## config.mk

```make
export PLATFORM = sky130hd
export DESIGN_NAME = ttr_alu
export DESIGN_NICKNAME = d
export VERILOG_FILES = /design/src/hdl/ttr_pkg.sv /design/src/hdl/ttr_alu.sv
export SDC_FILE = /design/constraint.sdc
export NUM_CORES = 2
export LEC_CHECK = 0
export BUFFER_PORTS_ARGS = -buffer_cell sky130_fd_sc_hd__buf_2
export CAP_MARGIN = 20
export CORE_AREA = 5 5 490 492
export DETAILED_ROUTE_END_ITERATION = 7
export DIE_AREA = 0 0 495 497
export SYNTH_ARGS = -nofsm -noshare
export SYNTH_HDL_FRONTEND = slang
export SYNTH_SLANG_ARGS = --single-unit
export TNS_END_PERCENT = 30
```

## constraint.sdc

```tcl
create_clock -name clk -period 31.8 [get_ports clk]
set_clock_uncertainty 0.2 [all_clocks]
set_input_delay 1.59 -clock clk [delete_from_list [all_inputs] [get_ports clk]]
set_output_delay 1.59 -clock clk [all_outputs]
set_load 0.02 [all_outputs]
```

## src/hdl/ttr_pkg.sv

```systemverilog
// ttr_pkg: shared types and constants of the triangle tile rasterizer.
// Used by ttr_alu and triangle_tile_rasterizer; depends on nothing.

package ttr_pkg;

	// Geometry and fixed point
	localparam int TILE_BITS    = 3;
	localparam int TILE_SIZE    = 1 << TILE_BITS;
	localparam int MAX_DIM      = 4096;
	localparam int UV_FRAC_BITS = 16;
	localparam int SUB_BITS     = 8;
	localparam int UV_SHIFT     = UV_FRAC_BITS - SUB_BITS;

	localparam int DIM_W   = 13;   // configuration register width
	localparam int UV_W    = 20;   // input UV width
	localparam int COORD_W = 27;   // subpixel vertex coordinate, holds +-2^25
	localparam int PIX_W   = 20;   // signed pixel index for bounding box math
	localparam int MUL_W   = 28;   // shared multiplier operand width
	localparam int ACC_W   = 64;   // accumulator width
	localparam int WGT_W   = 57;   // nonnegative edge weight and area width

	localparam logic signed [ACC_W-1:0] COORD_LIMIT = 64'sd33554432;

	// Configuration register indexes
	localparam int CFG_IDX_W = 2;
	localparam logic [CFG_IDX_W-1:0] REG_TEX_WIDTH  = 2'd0;
	localparam logic [CFG_IDX_W-1:0] REG_TEX_HEIGHT = 2'd1;

	// Shared unit operations
	typedef logic [2:0] alu_op_t;
	localparam alu_op_t OP_NOP     = 3'd0;
	localparam alu_op_t OP_MUL     = 3'd1;
	localparam alu_op_t OP_MULSUB  = 3'd2;
	localparam alu_op_t OP_MACCLR  = 3'd3;
	localparam alu_op_t OP_MAC     = 3'd4;
	localparam alu_op_t OP_RND     = 3'd5;
	localparam alu_op_t OP_DIVSTEP = 3'd6;

	typedef struct packed {
		alu_op_t                   op;
		logic signed [MUL_W-1:0]   a;
		logic signed [MUL_W-1:0]   b;
		logic        [7:0]         mac_c;
		logic        [WGT_W-1:0]   mac_w;
		logic        [WGT_W-1:0]   area;
	} alu_req_t;

endpackage

```

## src/hdl/ttr_alu.sv

```systemverilog
// ttr_alu: shared arithmetic unit of the rasterizer: signed multiply and
// multiply-subtract, color multiply-accumulate, rounding, and one restoring divide step.
// Depends on ttr_pkg.

module ttr_alu (
	input  logic                              clk,
	input  ttr_pkg::alu_req_t                 req,
	output logic signed [ttr_pkg::ACC_W-1:0]  res,
	output logic        [7:0]                 quo
);

	logic signed [2*ttr_pkg::MUL_W-1:0] prod;
	logic signed [ttr_pkg::ACC_W-1:0]   prod_ext;
	logic        [ttr_pkg::ACC_W:0]     macp;
	logic signed [ttr_pkg::ACC_W-1:0]   res_q;
	logic        [ttr_pkg::ACC_W-1:0]   dv_q;
	logic        [7:0]                  quo_q;

	// Form the products
	always_comb begin
		prod     = req.a * req.b;
		prod_ext = {{(ttr_pkg::ACC_W - 2*ttr_pkg::MUL_W){prod[2*ttr_pkg::MUL_W-1]}}, prod};
		macp     = (ttr_pkg::ACC_W+1)'(req.mac_c) * (ttr_pkg::ACC_W+1)'(req.mac_w);
	end

	// Accumulate, round and divide one quotient bit a cycle
	always_ff @(posedge clk) begin
		case (req.op)
			ttr_pkg::OP_MUL:    res_q <= prod_ext;
			ttr_pkg::OP_MULSUB: res_q <= res_q - prod_ext;
			ttr_pkg::OP_MACCLR: res_q <= signed'(macp[ttr_pkg::ACC_W-1:0]);
			ttr_pkg::OP_MAC:    res_q <= res_q + signed'(macp[ttr_pkg::ACC_W-1:0]);
			ttr_pkg::OP_RND: begin
				res_q <= res_q + signed'(ttr_pkg::ACC_W'(req.area >> 1));
				dv_q  <= ttr_pkg::ACC_W'(req.area) << 7;
				quo_q <= '0;
			end
			ttr_pkg::OP_DIVSTEP: begin
				if (unsigned'(res_q) >= dv_q) begin
					res_q <= res_q - signed'(dv_q);
					quo_q <= {quo_q[6:0], 1'b1};
				end else begin
					quo_q <= {quo_q[6:0], 1'b0};
				end
				dv_q <= dv_q >> 1;
			end
			default: ;
		endcase
	end

	assign res = res_q;
	assign quo = quo_q;

endmodule
```

== Word-level counts from Yosys, hierarchy flattened ==
Index checks and enable logic that the tools add are counted.
Word-level totals
  register bits: 136
  bits in latches: 0
  RAM bits: 0
  ROM bits: 0
  input bits: 182
  output and inout bits: 72
  logic and storage cells: 25
  memories: 0
Operators by class
  $add $sub $neg: 4
  multipliers: 2
  divide/modulo/power cells: 0
  $lt $le $gt $ge: 1
  eq/ne operators: 7
  shift-type cells: 0
  multiplexer cells: 5
  bitwise logic cells: 0
  reductions and logical operators: 3
Operator list (count)
  case mux 64 bit (6 select lines): 1
  case mux 64 bit (2 select lines): 1
  adder 64 x 57 -> 64 bit: 1
  adder 64 bit: 1
  >= comparator 64 bit: 1
  multiplier 8 x 57 -> 64 bit: 1
  two-way mux 64 bit: 1
  subtractor 64 x 56 -> 64 bit: 1
  subtractor 64 bit: 1
  multiplier 28 x 28 -> 56 bit: 1
  case mux 8 bit (2 select lines): 1
  == test 3 bit, second input constant: 3
  == test 3 x 2 -> 1 bit, second input constant: 2
  nonzero test 6 bit: 1
  == test 3 x 1 -> 1 bit, second input constant: 1
  inequality test 2 bit, second input constant: 1
  AND reduction 2 bit: 1
  nonzero test 2 bit: 1
  two-way mux 1 bit: 1

== Logic depth before layout (Yosys ltp) ==
  word-level depth: 3
  depth in mapped cells: 49
  gate-level depth less buffers: 43

== Worst setup path before layout ==
No wires, ideal clock.
  kind: input to register
  start point: in req[162] (netlist name)
  end point: reg res_q, in the netlist res[62] (data pin)
  setup time: 271 ps
  arrival: 12595 ps
  required time: 31329 ps
  slack: 18734 ps
  cell stages on the path: 44
  path buffers: 5
  path through: clkbuf_1 > clkbuf_1 > and2_1 > fa_1 > fa_1 > fa_1 > inv_1 > fa_1 > inv_1 > fa_1 > inv_1 > fa_1 > inv_1 > fa_1 > ha_1 > ha_1 > clkbuf_1 > nand3_1 > [... 8 more ...] > nor2b_1 > xnor2_1 > o21ai_0 > ha_1 > clkbuf_1 > a21o_1 > a21o_1 > a21oi_1 > nand3_1 > or3b_2 > o31ai_1 > o221ai_1 > o41ai_1 > or2_2 > a21oi_1 > a211oi_1 > xor2_1 > o211ai_1
On the way
  cells in the longest elaborated chain, start to end: 3
RTL lines
  start, declared: line ttr_alu.sv:7  | input ttr_pkg::alu_req_t req,
  multiplier 28 x 28 -> 56 bit *: line ttr_alu.sv:21  | prod = req.a * req.b;
  subtractor 64 x 56 -> 64 bit: line ttr_alu.sv:30  | ttr_pkg::OP_MULSUB: res_q <= res_q - prod_ext;
  case mux 64 bit (6 select lines) *: line ttr_alu.sv:28  | case (req.op)
  end signal, assigned: line ttr_alu.sv:29  | ttr_pkg::OP_MUL: res_q <= prod_ext;
  end signal, assigned: line ttr_alu.sv:30
  end signal, assigned: line ttr_alu.sv:31  | ttr_pkg::OP_MACCLR: res_q <= signed'(macp[ttr_pkg::ACC_W-1:0]);
  end, declared: line ttr_alu.sv:15  | logic signed [ttr_pkg::ACC_W-1:0] res_q;
Every way passes the cells marked *; elsewhere a longest branch is shown, timed or not.
A chain may end at the register's enable or synchronous reset.

== Worst setup path after layout ==
  start point: in req[166] (netlist name)
  end point: reg res_q, in the netlist res[62] (data pin)
The elaborated chain is that of the path after synthesis.

==> impl_metrics.xml <==
<?xml version="1.0" encoding="UTF-8"?>
<metrics>
  <group name="worst_setup_path">
    <metric name="cp_slowest_stage_delay" unit="ns">0.71</metric>
    <metric name="worst_ep_arrival_time" unit="ns">14.45</metric>
    <metric name="timing.critical_path.to" unit="">res[62]</metric>
    <metric name="reg2reg_from" unit="">res[15]</metric>
    <metric name="critPathKind" unit="">in -&gt; reg</metric>
    <metric name="timing.rr.end" unit="">res[38]</metric>
    <metric name="critPathRequiredTime" unit="ns">31.81</metric>
    <metric name="cp_slowest_cell" unit="">sky130_fd_sc_hd__o21ai_0</metric>
    <metric name="endpoint_kind" unit="">flop</metric>
    <metric name="critical_path.max_fanout" unit="">28</metric>
    <metric name="worst-r2r-cell-count" unit="">15</metric>
    <metric name="path_common_cell" unit="">sky130_fd_sc_hd__fa_1</metric>
    <metric name="reg2reg_slack" unit="ns">25.18</metric>
    <metric name="critPathLaunchType" unit="">input pin</metric>
    <metric name="worst_setup_path_startpoint" unit="">req[166]</metric>
  </group>
  <group name="place">
    <metric name="placement_stage_cell_area" unit="mm2">0.0627</metric>
    <metric name="post_detailed_placement_half_perimeter_wirelength" unit="mm">170</metric>
    <metric name="gpl.final_weighted_congestion" unit="">0.954</metric>
    <metric name="placement.io_buffers" unit="">253</metric>
  </group>
  <group name="clock_network">
    <metric name="clock_sink_count" unit="">136</metric>
    <metric name="clk_transition_reported_paths" unit="ns">0.08</metric>
    <metric name="postCtsHoldBufs" unit="">0</metric>
    <metric name="tritoncts" unit="">yes</metric>
    <metric name="cts.htree.levels" unit="">4</metric>
    <metric name="cts_resized" unit="">0</metric>
    <metric name="post_cts.repair.setup_buffers" unit="">0</metric>
    <metric name="clock_root_buffer" unit="">sky130_fd_sc_hd__clkbuf_16</metric>
    <metric name="tritoncts.num_buffers" unit="">17</metric>
    <metric name="cts_buffer_depth" unit="">2</metric>
    <metric name="insertion_delay" unit="ns">0.48</metric>
  </group>
  <group name="sta">
    <metric name="grt_setup_unrepaired" unit="">false</metric>
    <metric name="final_max_slew_viol_count" unit="">0</metric>
    <metric name="layout_min_cycle_time" unit="ns">14.44</metric>
    <metric name="normalized_max_slew_margin" unit="">0.246</metric>
    <metric name="finalHoldViolations" unit="">0</metric>
    <metric name="timing.setup.tns" unit="ns">0</metric>
    <metric name="finalSetupViolations" unit="">0</metric>
    <metric name="worst_margin_slew" unit="ns">1.13</metric>
    <metric name="layout_worst_path_cycle_share" unit="">0.454</metric>
    <metric name="fmaxAchievable" unit="GHz">0.0693</metric>
  </group>
  <group name="global_routing">
    <metric name="grt_remaining_overflow" unit="">0</metric>
    <metric name="largest_net_degree_at_the_start_of_global_routing" unit="">87</metric>
    <metric name="first_global_vias" unit="">50462</metric>
    <metric name="grt_util_all_layers" unit="">0.171</metric>
    <metric name="antenna_found_initial" unit="">52</metric>
    <metric name="grt_pass1_wl" unit="mm">324</metric>
  </group>
  <group name="synth">
    <metric name="synth_async_sr_flop_share" unit="">0</metric>
    <metric name="synth.most_common_cell" unit="">sky130_fd_sc_hd__fa_1</metric>
    <metric name="ys.flop_type" unit="">sky130_fd_sc_hd__edfxtp_1</metric>
    <metric name="synthesis.nets" unit="">8511</metric>
    <metric name="yosysTopAreaCellShare" unit="">0.395</metric>
    <metric name="synth.avg_cell_area" unit="um2">8.63</metric>
    <metric name="synthesis.area" unit="mm2">0.0585</metric>
    <metric name="netlist_instances" unit="">6775</metric>
    <metric name="synth_seq_cells" unit="">136</metric>
    <metric name="post-synth-top-area-cell" unit="">sky130_fd_sc_hd__fa_1</metric>
    <metric name="synth_enable_flop_cells" unit="">136</metric>
    <metric name="ys_top_cells_by_area" unit="">sky130_fd_sc_hd__fa_1, sky130_fd_sc_hd__ha_1, sky130_fd_sc_hd__inv_1</metric>
    <metric name="yosys.cell_types.count" unit="">84</metric>
    <metric name="synth.cells.most_frequent" unit="">sky130_fd_sc_hd__fa_1, sky130_fd_sc_hd__inv_1, sky130_fd_sc_hd__nand2_1, sky130_fd_sc_hd__and2_1, sky130_fd_sc_hd__ha_1</metric>
    <metric name="yosysSeqAreaShare" unit="">0.0698</metric>
    <metric name="synth_warnings" unit="">0</metric>
  </group>
  <group name="layout">
    <metric name="area_growth" unit="%">8.47</metric>
    <metric name="fill_count" unit="">25281</metric>
    <metric name="design_area" unit="mm2">0.0635</metric>
    <metric name="share_of_final_layout_standard_cells_stronger_than_drive_strength_1" unit="">0.0570</metric>
    <metric name="final_net_count" unit="">8481</metric>
  </group>
  <group name="worst_hold_path">
    <metric name="worstHoldPathType" unit="">reg -&gt; reg</metric>
  </group>
  <group name="die">
    <metric name="die_width" unit="um">495</metric>
    <metric name="std_cell_rows" unit="">178</metric>
    <metric name="die_height" unit="um">497</metric>
    <metric name="i_o_pin_total" unit="">254</metric>
    <metric name="floorplan.initialDensity" unit="">0.249</metric>
    <metric name="core_area" unit="mm2">0.235</metric>
    <metric name="die_area" unit="mm2">0.246</metric>
  </group>
  <group name="routing">
    <metric name="drt_wl_total" unit="mm">212</metric>
    <metric name="drt-wirelength-per-cell" unit="um">21.3</metric>
    <metric name="vias_per_cell" unit="">4.91</metric>
    <metric name="detail-route-antenna-nets" unit="">0</metric>
    <metric name="dr.first_iter.drc_count" unit="">4660</metric>
    <metric name="dr.pass1.iters" unit="">6</metric>
    <metric name="remaining_drc_errors" unit="">0</metric>
    <metric name="vias_post_dr" unit="">48729</metric>
  </group>
  <group name="outcome">
    <metric name="run_status" unit="">finished clean</metric>
  </group>
  <group name="run">
    <metric name="cap_viol_max_count" unit="">0</metric>
  </group>
</metrics>
cells in the final DEF, fill, tap and decap left out, types with 16 or more instances in the layout:
master,count
sky130_fd_sc_hd__a211o_1,19
sky130_fd_sc_hd__a211oi_1,44
sky130_fd_sc_hd__a21o_1,139
sky130_fd_sc_hd__a21oi_1,306
sky130_fd_sc_hd__a221oi_1,16
sky130_fd_sc_hd__a31oi_1,28
sky130_fd_sc_hd__and2_1,622
sky130_fd_sc_hd__and3_1,33
sky130_fd_sc_hd__buf_2,252
sky130_fd_sc_hd__buf_4,33
sky130_fd_sc_hd__clkbuf_16,17
sky130_fd_sc_hd__diode_2,16
sky130_fd_sc_hd__edfxtp_1,136
sky130_fd_sc_hd__fa_1,1154
sky130_fd_sc_hd__ha_1,400
sky130_fd_sc_hd__inv_1,1145
sky130_fd_sc_hd__mux2i_1,20
sky130_fd_sc_hd__nand2_1,903
sky130_fd_sc_hd__nand2b_1,51
sky130_fd_sc_hd__nand3_1,75
sky130_fd_sc_hd__nand4_1,41
sky130_fd_sc_hd__nor2_1,218
sky130_fd_sc_hd__nor2b_1,29
sky130_fd_sc_hd__nor3_1,50
sky130_fd_sc_hd__o211ai_1,52
sky130_fd_sc_hd__o21a_1,34
sky130_fd_sc_hd__o21ai_0,292
sky130_fd_sc_hd__o21bai_1,46
sky130_fd_sc_hd__o22ai_1,23
sky130_fd_sc_hd__o31ai_1,18
sky130_fd_sc_hd__or2_2,22
sky130_fd_sc_hd__or3_1,26
sky130_fd_sc_hd__xnor2_1,157
sky130_fd_sc_hd__xor2_1,111
area by class of cell:
class	instances	area, um2	share of cell area
multi-input combinational	5156	48900	0.771
inverter	1146	4300	0.0678
sequential	136	4080	0.0644
tap	3150	3940	0.0621
timing repair buffer	288	1570	0.0247
clock buffer	17	425	0.00670
clock inverter	15	191	0.00302
antenna	16	40.0	0.000631
how the worst min path moves through the flow:
stage	from	endpoint	slack, ns	cells past startpoint
floorplan	dv_q[2]	dv_q[1]	0.33	2
global placement	quo[6]	quo[7]	0.33	1
detailed placement	quo[6]	quo[7]	0.33	1
CTS	quo[6]	quo[7]	0.35	1
global route	quo[3]	quo[4]	0.37	1
finish	quo[6]	quo[7]	0.34	1
sequential cells by signal (all words and copies together), names as in the netlist:
register  count
quo           8
res          64
dv_q         64
routing by layer:
| layer | share of wire | vias up | global-route usage |
|---|---|---|---|
| met5 | 0.0010 | - | 0 |
| met4 | 0.032 | 30 | 0.0485 |
| met3 | 0.098 | 279 | 0.0411 |
| met2 | 0.44 | 2148 | 0.261 |
| met1 | 0.43 | 24781 | 0.240 |
| li1 | - | 21491 | - |
per-stage QoR:
step / utilization / std cells / hold WS (ns) / setup WS, ns
global placement: 0.267 / 9874 / 0.326 / 17.04
floorplan: - / 6775 / 0.334 / 18.73
global route: 0.270 / 9913 / 0.373 / 16.63
finish: 0.270 / 9924 / 0.344 / 17.36
CTS: 0.270 / 9906 / 0.349 / 17.49
detailed placement: 0.267 / 9874 / 0.332 / 17.02
kinds of logic (layout without fill, tap and decap cells):
group	count (synthesis)	in the layout	share of synthesized area
buf+inv	1483	1466	0.0953
other cells	0	16	0
mux	34	34	0.00766
compound gates	1172	1172	0.128
xor+xnor	268	268	0.0401
flops	136	136	0.0698
fa+ha+maj	1554	1554	0.480
simple gates	2128	2128	0.179
critical path: cells and delay by family:
kind	cells	cell delay, ns
AND/OR/NAND/NOR	9	2.89
AO/OA/AOI/OAI	14	3.82
buffers and inverters	2	0.62
XOR/XNOR	3	0.58
adder cells (fa/ha/maj)	10	4.91
Power is left out: the tool's default activity adds up to more than one toggle a clock period on the data nets, which glitch-free logic cannot reach.
